--- src/hdl/brl_pkg.sv ---
// Shared constants for the Bresenham line rasterizer.
// No dependencies; used by brl_setup and bresenham_line_rasterizer_top.
`default_nettype none

package brl_pkg;

	// Default coordinate width in bits.
	localparam int COORD_BITS_DEF = 10;

	// Colour layout: red in the top byte, then green, then blue.
	localparam int COLOUR_BITS  = 24;
	localparam int CHANNEL_BITS = 8;

	// Codes of the mode field.
	localparam logic MODE_START = 1'b0;
	localparam logic MODE_STEP  = 1'b1;

endpackage

`default_nettype wire

--- src/hdl/bresenham_line_rasterizer_top.sv ---
// Top level of the Bresenham line rasterizer: line state, step datapath and
// the result register. Depends on brl_pkg and brl_setup.
`default_nettype none

// A start transaction (mode 0) loads two endpoints and a 24-bit colour and
// arms a line; it produces no result. Each step transaction (mode 1) then
// produces the next pixel of the armed line, walking along the major axis
// from the lower to the higher coordinate, with the colour split into its
// red, green and blue bytes and last raised on the final pixel. Both
// endpoints are always plotted. A step while no line is armed produces
// nothing, and a start while a line is armed abandons the old line. The
// endpoint setup is a short chain of compares and subtracts and the
// per-pixel error update is a single add and compare, both done between the
// input handshake and the result register, so a new transaction is accepted
// in every cycle as long as the result register is empty or is being emptied
// in the same cycle. Results are registered and appear in the cycle after
// the step that causes them.
module bresenham_line_rasterizer_top #(
	parameter int COORD_BITS = brl_pkg::COORD_BITS_DEF
) (
	input  wire logic                              clk,
	input  wire logic                              arst_n,

	input  wire logic                              in_valid,
	output logic                                   in_ready,
	input  wire logic                              mode,
	input  wire logic [COORD_BITS-1:0]             start_x,
	input  wire logic [COORD_BITS-1:0]             start_y,
	input  wire logic [COORD_BITS-1:0]             end_x,
	input  wire logic [COORD_BITS-1:0]             end_y,
	input  wire logic [brl_pkg::COLOUR_BITS-1:0]   colour,

	output logic                                   out_valid,
	input  wire logic                              out_ready,
	output logic [COORD_BITS-1:0]                  pixel_x,
	output logic [COORD_BITS-1:0]                  pixel_y,
	output logic [brl_pkg::CHANNEL_BITS-1:0]       red,
	output logic [brl_pkg::CHANNEL_BITS-1:0]       green,
	output logic [brl_pkg::CHANNEL_BITS-1:0]       blue,
	output logic                                   last
);

	localparam int C  = COORD_BITS;
	localparam int CB = brl_pkg::CHANNEL_BITS;

	// Line state.
	logic                        line_active_q;
	logic                        steep_q;
	logic [C-1:0]                major_pos_q;
	logic [C-1:0]                minor_pos_q;
	logic [C-1:0]                major_end_q;
	logic signed [C+2:0]         error_term_q;
	logic [C+1:0]                twice_major_delta_q;
	logic [C+1:0]                twice_minor_delta_q;
	logic                        minor_down_q;
	logic [brl_pkg::COLOUR_BITS-1:0] held_colour_q;

	// Result register.
	logic                        out_valid_q;
	logic [C-1:0]                pixel_x_q;
	logic [C-1:0]                pixel_y_q;
	logic [CB-1:0]               red_q;
	logic [CB-1:0]               green_q;
	logic [CB-1:0]               blue_q;
	logic                        last_q;

	// Setup results for a start transaction.
	logic                        su_steep;
	logic [C-1:0]                su_major_start;
	logic [C-1:0]                su_major_end;
	logic [C-1:0]                su_minor_start;
	logic                        su_minor_down;
	logic [C+1:0]                su_twice_major_delta;
	logic [C+1:0]                su_twice_minor_delta;
	logic signed [C+2:0]         su_error_init;

	logic                        accept;
	logic                        do_start;
	logic                        do_pixel;
	logic                        is_last;
	logic                        minor_move;
	logic signed [C+2:0]         error_next;

	brl_setup #(
		.COORD_BITS(COORD_BITS)
	) u_setup (
		.x1                (start_x),
		.y1                (start_y),
		.x2                (end_x),
		.y2                (end_y),
		.steep             (su_steep),
		.major_start       (su_major_start),
		.major_end         (su_major_end),
		.minor_start       (su_minor_start),
		.minor_down        (su_minor_down),
		.twice_major_delta (su_twice_major_delta),
		.twice_minor_delta (su_twice_minor_delta),
		.error_init        (su_error_init)
	);

	// The result register is free when empty or when its content leaves now.
	assign in_ready = !out_valid_q || out_ready;
	assign accept   = in_valid && in_ready;
	assign do_start = accept && (mode == brl_pkg::MODE_START);
	assign do_pixel = accept && (mode == brl_pkg::MODE_STEP) && line_active_q;

	// Plot first, then update the decision variable.
	assign is_last    = (major_pos_q == major_end_q);
	assign minor_move = (error_term_q > 0);
	always_comb begin
		error_next = error_term_q + $signed({1'b0, twice_minor_delta_q});
		if (minor_move) begin
			error_next = error_next - $signed({1'b0, twice_major_delta_q});
		end
	end

	always_ff @(posedge clk or negedge arst_n) begin
		if (!arst_n) begin
			line_active_q       <= 1'b0;
			steep_q             <= 1'b0;
			major_pos_q         <= '0;
			minor_pos_q         <= '0;
			major_end_q         <= '0;
			error_term_q        <= '0;
			twice_major_delta_q <= '0;
			twice_minor_delta_q <= '0;
			minor_down_q        <= 1'b0;
			held_colour_q       <= '0;
		end else if (do_start) begin
			line_active_q       <= 1'b1;
			steep_q             <= su_steep;
			major_pos_q         <= su_major_start;
			minor_pos_q         <= su_minor_start;
			major_end_q         <= su_major_end;
			error_term_q        <= su_error_init;
			twice_major_delta_q <= su_twice_major_delta;
			twice_minor_delta_q <= su_twice_minor_delta;
			minor_down_q        <= su_minor_down;
			held_colour_q       <= colour;
		end else if (do_pixel) begin
			if (is_last) begin
				line_active_q <= 1'b0;
			end else begin
				if (minor_move) begin
					minor_pos_q <= minor_down_q ? minor_pos_q - 1'b1 : minor_pos_q + 1'b1;
				end
				error_term_q <= error_next;
				major_pos_q  <= major_pos_q + 1'b1;
			end
		end
	end

	always_ff @(posedge clk or negedge arst_n) begin
		if (!arst_n) begin
			out_valid_q <= 1'b0;
		end else if (do_pixel) begin
			out_valid_q <= 1'b1;
		end else if (out_ready) begin
			out_valid_q <= 1'b0;
		end
	end

	// Payload of the result register needs no reset.
	always_ff @(posedge clk) begin
		if (do_pixel) begin
			pixel_x_q <= steep_q ? minor_pos_q : major_pos_q;
			pixel_y_q <= steep_q ? major_pos_q : minor_pos_q;
			red_q     <= held_colour_q[3*CB-1:2*CB];
			green_q   <= held_colour_q[2*CB-1:CB];
			blue_q    <= held_colour_q[CB-1:0];
			last_q    <= is_last;
		end
	end

	assign out_valid = out_valid_q;
	assign pixel_x   = pixel_x_q;
	assign pixel_y   = pixel_y_q;
	assign red       = red_q;
	assign green     = green_q;
	assign blue      = blue_q;
	assign last      = last_q;

endmodule

`default_nettype wire

--- src/hdl/brl_setup.sv ---
// Line setup: orders the endpoints, picks the major axis and computes the
// initial decision variable. Pure combinational logic; uses brl_pkg.
`default_nettype none

module brl_setup #(
	parameter int COORD_BITS = brl_pkg::COORD_BITS_DEF
) (
	input  wire logic [COORD_BITS-1:0]        x1,
	input  wire logic [COORD_BITS-1:0]        y1,
	input  wire logic [COORD_BITS-1:0]        x2,
	input  wire logic [COORD_BITS-1:0]        y2,
	output logic                              steep,
	output logic [COORD_BITS-1:0]             major_start,
	output logic [COORD_BITS-1:0]             major_end,
	output logic [COORD_BITS-1:0]             minor_start,
	output logic                              minor_down,
	output logic [COORD_BITS+1:0]             twice_major_delta,
	output logic [COORD_BITS+1:0]             twice_minor_delta,
	output logic signed [COORD_BITS+2:0]      error_init
);

	localparam int C = COORD_BITS;

	logic [C-1:0]        lx1, ly1, lx2, ly2;
	logic [C-1:0]        dx;
	logic signed [C:0]   dy;
	logic [C-1:0]        ady;
	logic [C-1:0]        a1, a2, b1, b2;
	logic [C-1:0]        dmaj;
	logic signed [C:0]   dmin;
	logic [C-1:0]        admin;

	always_comb begin
		// Walk left to right: the endpoint with the smaller x comes first.
		if (x2 < x1) begin
			lx1 = x2; ly1 = y2; lx2 = x1; ly2 = y1;
		end else begin
			lx1 = x1; ly1 = y1; lx2 = x2; ly2 = y2;
		end
		dx  = lx2 - lx1;
		dy  = $signed({1'b0, ly2}) - $signed({1'b0, ly1});
		ady = dy[C] ? C'(-dy) : dy[C-1:0];
		steep = !(ady < dx);

		if (!steep) begin
			a1 = lx1; a2 = lx2; b1 = ly1; b2 = ly2;
		end else if (ly2 < ly1) begin
			// Steep lines run from the lower to the higher y.
			a1 = ly2; a2 = ly1; b1 = lx2; b2 = lx1;
		end else begin
			a1 = ly1; a2 = ly2; b1 = lx1; b2 = lx2;
		end

		dmaj  = a2 - a1;
		dmin  = $signed({1'b0, b2}) - $signed({1'b0, b1});
		minor_down = dmin[C];
		admin = dmin[C] ? C'(-dmin) : dmin[C-1:0];

		major_start       = a1;
		major_end         = a2;
		minor_start       = b1;
		twice_major_delta = {1'b0, dmaj, 1'b0};
		twice_minor_delta = {1'b0, admin, 1'b0};
		error_init        = $signed({2'b00, admin, 1'b0}) - $signed({3'b000, dmaj});
	end

endmodule

`default_nettype wire
--- config.mk ---
export PLATFORM = sky130hd
export DESIGN_NAME = bresenham_line_rasterizer_top
export DESIGN_NICKNAME = d
export VERILOG_FILES = /design/src/hdl/brl_pkg.sv /design/src/hdl/bresenham_line_rasterizer_top.sv /design/src/hdl/brl_setup.sv
export SDC_FILE = /design/constraint.sdc
export NUM_CORES = 1
export LEC_CHECK = 0
export ABC_AREA = 1
export BUFFER_PORTS_ARGS = -buffer_cell sky130_fd_sc_hd__buf_2
export CAP_MARGIN = 40
export CORE_MARGIN = 5
export CORE_UTILIZATION = 55
export CTS_CLUSTER_DIAMETER = 40
export DETAILED_ROUTE_END_ITERATION = 10
export GPL_ROUTABILITY_DRIVEN = 0
export PLACE_DENSITY_LB_ADDON = 0.2
export SLEW_MARGIN = 10
export SYNTH_ARGS = -nofsm -noshare
export SYNTH_HDL_FRONTEND = slang
export SYNTH_SLANG_ARGS = --single-unit
--- constraint.sdc ---
create_clock -name clk -period 7.6 [get_ports clk]
set_clock_uncertainty 0.05 [all_clocks]
set_input_delay 0.76 -clock clk [delete_from_list [all_inputs] [get_ports clk]]
set_output_delay 0.76 -clock clk [all_outputs]
set_load 0.02 [all_outputs]
* After elaboration in Yosys (flattened, before gate mapping)
Cells that the tools add are included.
** Word-level totals
- Logic and storage cells :: 83
- Output and inout bits :: 47
- Flip-flop bits (word level) :: 136
** Cells by class
- Bitwise operators :: 1
- $lt $le $gt $ge :: 4
- Reductions and logical operators :: 14
- Equal/unequal tests :: 2
- Add/subtract/negate cells :: 12
- Multiplexer cells :: 33
** Operator list (count)
- $mux 10 :: 24
- $mux 13 :: 4
- $lt 10x10->1 :: 3
- $sub 10x10->11 :: 2
- $add 10x1->10 const B :: 2
- $neg 10->10 :: 2
- $sub 10x10->10 :: 2
- $add 13x12->13 :: 1
- $gt 13x1->1 const B :: 1
- $sub 13x12->13 :: 1
- $sub 11x10->12 :: 1
- $eq 10x10->1 :: 1
- $sub 10x1->10 const B :: 1
- $reduce_bool 2->1 :: 4
- $mux 1 :: 5
- $logic_and 1x1->1 :: 4
- $reduce_and 2->1 :: 2
- $reduce_and 3->1 :: 1
- $logic_not 1->1 :: 2
- $ne 2x2->1 const B :: 1
- $logic_or 1x1->1 :: 1
- $not 1->1 :: 1

* Depth between registers and ports, before layout
Gate-level depths: netlist of the first run.
- Word-level depth :: 12
- Mapped depth :: 61

* Hierarchy
Synthesis of the first run repeated with hierarchy kept, for this count alone.
** Unflattened totals
- Cells, all modules :: 1961
- Area, all modules :: 12954.9 µm²
** Modules (own cells, without submodules)
- bresenham_line_rasterizer_top :: times used 1, cells each 996, sequential area each 3728.6 µm², area an instance 7861.3 µm²
- brl_setup :: times used 1, cells each 965, sequential area each 0.0 µm², area an instance 5093.6 µm²

* Least setup slack after synthesis of the first run
No wires, ideal clock.
- Path type :: input to register
- From :: in start_x[8]
- To :: reg error_term_q[8]
- Arrival :: 7.712 ns
- Cell stages on the path :: 56
- Setup slack :: -0.228 ns
- Required time :: 7.485 ns
- Buffers on the path :: 2
- Setup time :: 0.065 ns
- Cells stage by stage :: inv_1 ha_1 nand2_1 inv_1 a21oi_4 nand3_4 buf_6 nand2_1 nand3_1 ha_1 inv_1 nand2_1 nand2_1 nand2_1 nor2_1 nand2_1 nor2_1 nand3_1 [... 20 more ...] o211ai_1 a21o_1 a21oi_1 inv_1 nor2_1 xor2_1 inv_1 ha_1 a21oi_1 o21ai_0 a21oi_1 inv_1 a21oi_1 o21ai_0 xor2_1 a21oi_1 o21ai_0 nand2_1
** Between the ends
- Longest elaborated chain between the ends :: 12
** Ends and longest elaborated chain
- start, declared :: RTL line bresenham_line_rasterizer_top.sv:27 : input wire logic [COORD_BITS-1:0] start_x,
- $lt 10x10->1 :: RTL line brl_setup.sv:35 : if (x2 < x1) begin
- $mux 10 :: RTL line brl_setup.sv:35
- $sub 10x10->11 :: RTL line brl_setup.sv:41 : dy = $signed({1'b0, ly2}) - $signed({1'b0, ly1});
- $neg 10->10 :: RTL line brl_setup.sv:42 : ady = dy[C] ? C'(-dy) : dy[C-1:0];
- $mux 10 :: RTL line brl_setup.sv:42
- $lt 10x10->1 :: RTL line brl_setup.sv:43 : steep = !(ady < dx);
- $mux 10 :: RTL line brl_setup.sv:45 : if (!steep) begin
- $sub 10x10->11 * :: RTL line brl_setup.sv:55 : dmin = $signed({1'b0, b2}) - $signed({1'b0, b1});
- $neg 10->10 :: RTL line brl_setup.sv:57 : admin = dmin[C] ? C'(-dmin) : dmin[C-1:0];
- $mux 10 * :: RTL line brl_setup.sv:57
- named net su_twice_minor_delta[3] :: RTL line bresenham_line_rasterizer_top.sv:74 : logic [C+1:0] su_twice_minor_delta;
- $sub 11x10->12 * :: RTL line brl_setup.sv:64 : error_init = $signed({2'b00, admin, 1'b0}) - $signed({3'b000, dmaj});
- $mux 13 * :: RTL line bresenham_line_rasterizer_top.sv:129 : end else if (do_start) begin
- end signal, assigned :: RTL line bresenham_line_rasterizer_top.sv:135 : error_term_q <= su_error_init;
- end signal, assigned :: RTL line bresenham_line_rasterizer_top.sv:147 : error_term_q <= error_next;
- end, declared :: RTL line bresenham_line_rasterizer_top.sv:52 : logic signed [C+2:0] error_term_q;
The timed path passes the listed nets; every way through them passes the cells marked *.
A chain may end at the register's enable or synchronous reset.

* Worst setup path after layout of the first run
- From :: in start_x[2]
- To :: reg error_term_q[10]
The elaborated chain is that of the path after synthesis.

==> qor.yml, run 1 <==
setup_path:
  crit_slowest_cell: "fa_2"
  crit_type: "in -> reg"
  crit_path_max_incr_delay_ps: 410
  critPathLaunchType: "input port"
  cp_common_cell: "nand2_1"
  r2r_cells: 18
  critPathRequiredTime_ps: 7910
  cp.arrival_ps: 7690
  crit_fanout: 7
  cp-end-kind: "flop"
clock_network:
  clock_path_buffers: 2
  worstSkewPairLatency_ps: 430
  ctsHtreeMaxLevel: 4
  root_buffer: "clkbuf_16"
  clkTransAtPathRegs_ps: 70
  cts_tree: "built"
  numCtsBuffers: 17
  cts_sinks: 136
  cts_hold_buf: 0
detailed_routing:
  drtAntennaViolNets: 0
  wirelength_microns: 33600
  drt_pass1_iterations: 6
  wl_per_cell_microns: 15.3
  vias_per_cell: 5.34
  top_layer: "met4"
  wl_met1_microns: 14100
  route.vias.total: 11700
  wl_met3_microns: 2250
  remaining_drc_errors: 0
  first_iter_violations: 948
  met2_length_microns: 16200
sta:
  finalCriticalPeriod_ps: 7380
  worst_slew_pin_slew_ps: 855
  hold_slack_ps: 230
  rsz0062_at_grt: "true"
  slew_headroom: 0.430
  setup_viol: 0
  finalCritPeriodShare: 0.971
  hold_viol: 0
  fmax_mhz: 136
  slew_viol_final: 0
synth:
  yosysSeqAreaShare: 0.322
  synthFlopType: "dfrtp_1"
  synth_area_sq_mm: 0.0113
  ys_ff_latch: 136
  yosys_warnings: 0
  synthTopCellsByCount: "nand2_1, inv_1, o21ai_0"
  synthCells: 1626
  synth_edf_count: 45
  synth_nets: 1781
  yosysMostFrequentCell: "nand2_1"
  avgSynthCellArea_sq_um: 6.93
  async_reset_ff_frac: 0.669
  synth_top_area_frac: 0.202
  yosys.area.top_type: "dfrtp_1"
  synthTopCellsByArea: "dfrtp_1, nand2_1, edfxtp_1"
  synth_cell_types: 45
floorplan:
  core_sq_mm: 0.0202
  die_h_microns: 153
  fp.dieW_microns: 153
  die-area_sq_mm: 0.0235
  rows: 52
  top_level_ports: 116
  start_util: 0.557
grt:
  overflow: 0
  antenna_found_initial: 0
  grt_max_degree: 85
  grt_usage: 0.267
  grt_pass1_vias: 11000
  grt_pass1_wl_microns: 52200
cells_and_area:
  num-nets-final: 2070
  drive_above_1_share: 0.273
  postLayoutCellArea_sq_mm: 0.0150
  fill_cells: 1516
  fin_util: 0.739
  diodes: 0
  syn_to_final_growth_pct: 32.7
placement:
  portBuffers: 115
  placed_area_sq_mm: 0.0133
  hpwl_microns: 23700
run:
  cap_viol_max_count: 0
min_path:
  hold_path.class: "in -> async"
run_status:
  status: "complete, no violations"
[repair_timing]
| item | CTS | global route |
|---|---|---|
| setup endpoints to repair | 0 | 10 |
| resized for setup | 0 | 195 |
| buffers inserted | 0 | 26 |
[cell usage in the layout, fill, tap and decap left out, drive strengths merged, types with 5 or more instances in the layout]
| cell type | count |
|---|---|
| edfxtp | 45 |
| o211ai | 12 |
| o21ai | 157 |
| nor4 | 5 |
| nand3 | 78 |
| xor2 | 49 |
| nor3 | 11 |
| inv | 261 |
| fa | 6 |
| a21o | 6 |
| buf | 314 |
| dfrtp | 91 |
| o22ai | 12 |
| ha | 80 |
| nand4 | 17 |
| xnor2 | 22 |
| a31oi | 6 |
| nand2 | 525 |
| nor2 | 60 |
| o21bai | 8 |
| or2 | 13 |
| a21oi | 110 |
| clkbuf | 22 |
[final cells by class]
| class | instances | area, sq um | area share |
|---|---|---|---|
| flip-flops and latches | 136 | 3630 | 0.243 |
| multi-input cells | 1190 | 7110 | 0.475 |
| repair buffers | 319 | 2310 | 0.155 |
| clock buffers | 17 | 425 | 0.0284 |
| inverters | 251 | 947 | 0.0633 |
| well taps | 270 | 338 | 0.0226 |
| clock inverters | 15 | 195 | 0.0131 |
[metal layers]
layer | track usage | up-vias
met5 | 0 | -
met4 | 0.100 | 0
met3 | 0.0452 | 73
met2 | 0.442 | 428
met1 | 0.352 | 5399
li1 | - | 5844
[cell families after synthesis]
kind of cell,after synthesis,share of synthesized area
buffers and inverters,300,0.106
flip-flops,136,0.322
XOR/XNOR,71,0.0552
AO/OA/AOI/OAI,321,0.158
adder cells (fa/ha/maj),86,0.0995
AND/OR/NAND/NOR,712,0.260
[flip-flops by register name, indices dropped and copies added (netlist names)]
signal	count
green	8
twice_minor_delta_q	10
major_pos_q	10
line_active_q	1
held_colour_q	24
last	1
pixel_x	10
major_end_q	10
twice_major_delta_q	10
out_valid	1
pixel_y	10
red	8
minor_pos_q	10
error_term_q	13
minor_down_q	1
steep_q	1
blue	8
[metrics by stage]
stage               std cells  TNS, ps  setup slack [ps]
finish                   2198        0               221
detailed placement       2134     -718              -156
global placement         2132        0              58.9
CTS                      2166        0               134
global route             2198    -1330              -281
floorplan                1626        0              13.0
[path summary, 6_finish.rpt]
path	start	endpoint	slack, ps
worst max-delay path	start_x[2]	error_term_q[10]	220
worst min-delay path	arst_n	held_colour_q[22]	230
worst max register to register	error_term_q[1]	error_term_q[11]	3900
worst min register to register	held_colour_q[1]	blue[1]	400
max in group asynchronous	arst_n	twice_major_delta_q[3]	6150
min in group clk	held_colour_q[1]	blue[1]	400
[critical path: cells and delay by family]
family	cells	cell delay (ps)
AO/OA/AOI/OAI	14	2050
AND/OR/NAND/NOR	16	1680
buffers and inverters	12	1270
XOR/XNOR	2	490
adder cells (fa/ha/maj)	5	1460
Power of run 1 is left out: the tool's default activity adds up to more than one toggle a clock period on the data nets, which glitch-free logic cannot reach.
==> run 2: changes to the inputs <==
- REMOVE_ABC_BUFFERS: not set -> 1
==> run 2 against run 1 <==
Against the previous run:
- design area down 1.4%
- sequential share of layout area up 0.33 points
- count of clock-buffer cells in the layout unchanged
- critical endpoint unchanged
==> qor.yml, run 2 (synthesized netlist as in run 1, its figures left out) <==
run_status:
  status: "complete, no violations"
setup_path:
  r2r_cells: 19
  reg2reg_slack_ps: 3880
  crit_slowest_cell: "ha_1"
  cp_common_cell: "nand2_1"
  cp.arrival_ps: 7700
  crit_family: "simple AND/OR/NAND/NOR gates"
  crit_path_max_incr_delay_ps: 340
  r2r-start: "error_term_q[3]"
  worst-path-buf-inv: 13
  crit_type: "in -> reg"
  timing.critical_path.from: "start_x[4]"
  r2r-end: "error_term_q[11]"
  crit_end: "error_term_q[10]"
  cp.depth: 53
  cp-end-kind: "flop"
  crit_fanout: 23
  critPathLaunchType: "input port"
  critPathRequiredTime_ps: 7910
cells_and_area:
  drive_above_1_share: 0.257
  fill_cells: 1588
  diodes: 0
  syn_to_final_growth_pct: 30.9
  top_register: "held_colour_q"
  final_common_cell: "nand2_1"
  stdcell_count: 2204
  register_area_sq_mm: 0.00363
  multi_input_area_sq_mm: 0.00695
  reg_top3: "held_colour_q: 24 flops, error_term_q: 13 flops"
  largest_register_ffs: 24
  final_cell_mix: "nand2_1, inv_1, buf_4"
  num-nets-final: 2076
floorplan:
  fp.dieW_microns: 153
  die_h_microns: 153
  rows: 52
  die-area_sq_mm: 0.0235
  core_sq_mm: 0.0202
  start_util: 0.557
  top_level_ports: 116
detailed_routing:
  wl_met1_microns: 14000
  remaining_drc_errors: 0
  wl_met3_microns: 2240
  vias_per_cell: 5.32
  drt_pass1_iterations: 5
  wirelength_microns: 32900
  wl_per_cell_microns: 14.9
  met2_length_microns: 15800
  top_layer: "met4"
  drtAntennaViolNets: 0
  route.vias.total: 11700
  first_iter_violations: 899
sta:
  hold_viol: 0
  slew_viol_final: 0
  finalCritPeriodShare: 0.973
  fmax_mhz: 135
  worst_slew_pin_slew_ps: 847
  setup_viol: 0
  slew_headroom: 0.435
  rsz0062_at_grt: "true"
  finalCriticalPeriod_ps: 7390
clock_network:
  cts_tree: "built"
  root_buffer: "clkbuf_16"
  ctsHtreeMaxLevel: 4
  worstSkewPairLatency_ps: 430
  numCtsBuffers: 17
  clkTransAtPathRegs_ps: 60
  cts_sinks: 136
  clock_path_buffers: 2
grt:
  grt_usage: 0.261
  grt_max_degree: 85
  grt_pass1_vias: 10800
  overflow: 0
  grt_pass1_wl_microns: 51000
  antenna_found_initial: 0
min_path:
  hold_path.class: "in -> async"
placement:
  hpwl_microns: 24400
  portBuffers: 115
  placed_cells: 2153
run:
  cap_viol_max_count: 0
==> run 2: cell count changes in the layout (fill, tap and decap cells not counted), moves of 5 or more <==
cell	previous run	this run
nand2_4	9	1
nand2_2	39	31
inv_2	24	14
nand2_1	477	493
a21oi_2	24	15
buf_4	188	198
o21ai_0	108	113
inv_1	225	234
a21oi_1	82	93
==> run 2: metal layers <==
metal / vias to the layer above / track usage
met4: 0 / 0.0738
met2: 432 / 0.442
met5: - / 0
met3: 68 / 0.0396
met1: 5384 / 0.350
li1: 5841 / -
==> run 2: worst min-delay path by stage <==
stage | from | to | slack (ps) | cells after the start
finish | arst_n | minor_pos_q[2] | 220 | 1
global route | arst_n | minor_pos_q[2] | 240 | 1
CTS | arst_n | minor_pos_q[2] | 230 | 1
detailed placement | held_colour_q[5] | blue[5] | 380 | 0
global placement | held_colour_q[3] | blue[3] | 380 | 0
floorplan | held_colour_q[0] | blue[0] | 380 | 0
==> run 2: per-stage QoR <==
stage               setup TNS, ps  utilization  area [sq um]  hold slack, ps  setup WS [ps]
detailed placement          -2690        0.663         13400             382           -400
global placement            -1160        0.662         13400             376           -237
CTS                             0        0.693         14000             229           17.6
finish                          0        0.729         14800             218            206
global route                -2230        0.729         14800             242           -358
floorplan                  -20130            -         11000             375          -1810
==> run 2: area by class of cell <==
class / instances / area share
multi-input combinational: 1190 / 0.471
sequential: 136 / 0.246
timing repair buffer: 325 / 0.154
inverter: 251 / 0.0642
clock buffer: 17 / 0.0288
tap: 270 / 0.0229
clock inverter: 15 / 0.0134
==> run 2: repair_timing <==
| action | CTS | global route |
|---|---|---|
| setup endpoints to repair | 0 | 10 |
| setup buffers | 0 | 16 |
| hold buffers | 0 | 0 |
| resized for setup | 0 | 140 |
Power of run 2 is left out for the same reason.
==> run 3: changes to the inputs <==
- SYNTH_HIERARCHICAL: not set -> 1
==> run 3 against run 2 <==
Against the previous run:
- design area rose by 10%
- largest cell class unchanged
- die area is 14% higher
- highest routed layer unchanged
- sequential cell count is 4 higher
- via count up 14%
==> qor.yml, run 3 <==
setup_path:
  r2r_cells: 16
  r2r-start: "error_term_q[0]"
  r2r-end: "error_term_q[9]"
  critPathLaunchType: "input port"
  critPathRequiredTime_ps: 7900
  cp.arrival_ps: 7640
  crit_path_max_incr_delay_ps: 390
  cp-end-kind: "flop"
  crit_type: "in -> reg"
  reg2reg_slack_ps: 4300
  crit_fanout: 6
  crit_slowest_cell: "fa_2"
floorplan:
  die_h_microns: 163
  core_sq_mm: 0.0233
  rows: 56
  start_util: 0.555
  fp.dieW_microns: 163
  die-area_sq_mm: 0.0267
  top_level_ports: 116
sta:
  fmax_mhz: 136
  setup_slack_ps: 264
  finalCritPeriodShare: 0.965
  hold_viol: 0
  worst_slew_pin_slew_ps: 667
  finalCriticalPeriod_ps: 7340
  setup_viol: 0
  slew_viol_final: 0
  rsz0062_at_grt: "true"
  slew_headroom: 0.551
clock_network:
  cts_sinks: 140
  cts_tree: "built"
  ctsHtreeMaxLevel: 4
  cts_hold_buf: 0
  clock_path_buffers: 2
  worstSkewPairLatency_ps: 430
  clkTransAtPathRegs_ps: 70
  root_buffer: "clkbuf_16"
  numCtsBuffers: 17
placement:
  placed_cells: 2477
  portBuffers: 115
  hpwl_microns: 28200
  placed_area_sq_mm: 0.0147
  place_ws_ps: -346
grt:
  grt_max_degree: 56
  overflow: 0
  grt_pass1_vias: 12400
  antenna_found_initial: 0
  grt_pass1_wl_microns: 58400
  grt_usage: 0.267
cells_and_area:
  largest_register_ffs: 24
  top_register: "held_colour_q"
  final_common_cell: "nand2_1"
  diodes: 0
  syn_to_final_growth_pct: 25.2
  fin_util: 0.695
  final_cell_mix: "nand2_1, inv_1, buf_4"
  stdcell_count: 2536
  postLayoutCellArea_sq_mm: 0.0162
  num-nets-final: 2363
  drive_above_1_share: 0.229
  fill_cells: 1950
  reg_top3: "held_colour_q: 24 flops, error_term_q: 13 flops"
detailed_routing:
  vias_per_cell: 5.29
  wl_per_cell_microns: 14.7
  drtAntennaViolNets: 0
  first_iter_violations: 1106
  wirelength_microns: 37400
  route.vias.total: 13400
  drt_pass1_iterations: 6
  remaining_drc_errors: 0
min_path:
  hold_path.class: "in -> async"
run_status:
  status: "complete, no violations"
synth:
  avgSynthCellArea_sq_um: 6.61
  synthCells: 1961
  yosys.area.top_type: "nand2_1"
  ys_ff_latch: 140
  synth_edf_count: 45
  yosysMostFrequentCell: "nand2_1"
  synthTopCellsByCount: "nand2_1, inv_1, nand3_1"
  synth_area_sq_mm: 0.0130
  synth_top_area_frac: 0.220
  yosys_warnings: 6
  synth_cell_types: 47
  synthFlopType: "dfrtp_1"
  synthTopCellsByArea: "nand2_1, dfrtp_1, edfxtp_1"
  yosysSeqAreaShare: 0.288
  async_reset_ff_frac: 0.679
run:
  cap_viol_max_count: 0
run 3: routing by layer:
layer,GRT usage,share of wire
met1,0.347,0.42
met2,0.469,0.50
met3,0.0295,0.054
met4,0.0770,0.023
met5,0,0
run 3: how the worst max path moves through the flow:
stage               startpoint          endpoint  slack (ps)  cells after the start
global placement    start_x[9]  error_term_q[12]         -80                     57
floorplan           start_x[8]  error_term_q[12]       -2440                     57
detailed placement  start_x[9]  error_term_q[11]        -350                     58
finish              start_x[8]  error_term_q[11]         260                     61
global route        start_x[3]  error_term_q[11]        -250                     60
CTS                 start_x[9]  error_term_q[11]          80                     58
run 3: cell type report:
type                       count  area, sq um  share of cell area
timing repair buffer         292         2140               0.132
multi-input combinational   1486         8330               0.513
inverter                     267         1010              0.0622
clock buffer                  18          439              0.0271
tap                          319          399              0.0246
sequential                   140         3730               0.230
clock inverter                14          183              0.0113
run 3: repair_timing:
| item | in CTS | in global routing |
|---|---|---|
| gates resized for setup | 0 | 142 |
| buffers inserted | 0 | 22 |
| endpoints found under the setup margin | 0 | 9 |
run 3: worst max-delay path: cells and delay by family:
family / cells / cell delay [ps]
simple gates: 31 / 2560
compound gates: 11 / 1470
buf+inv: 12 / 1200
fa+ha+maj: 6 / 1470
xor+xnor: 1 / 160
run 3: through the flow:
stage	hold WS [ps]	TNS (ps)
2_1_floorplan	375	-32020
3_3_place_gp	379	-183
3_5_place_dp	382	-1530
4_1_cts	170	0
5_1_grt	184	-1110
6_report	168	0
run 3: cell families (layout without fill, tap and decap cells):
logic type | after synthesis | in the layout | share of synthesized area
buf+inv | 338 | 591 | 0.111
xor+xnor | 69 | 69 | 0.0466
flops | 140 | 140 | 0.288
compound gates | 237 | 237 | 0.117
other cells | 1 | 4 | 0.000289
simple gates | 1086 | 1086 | 0.347
fa+ha+maj | 90 | 90 | 0.0904
Power of run 3 is left out for the same reason.
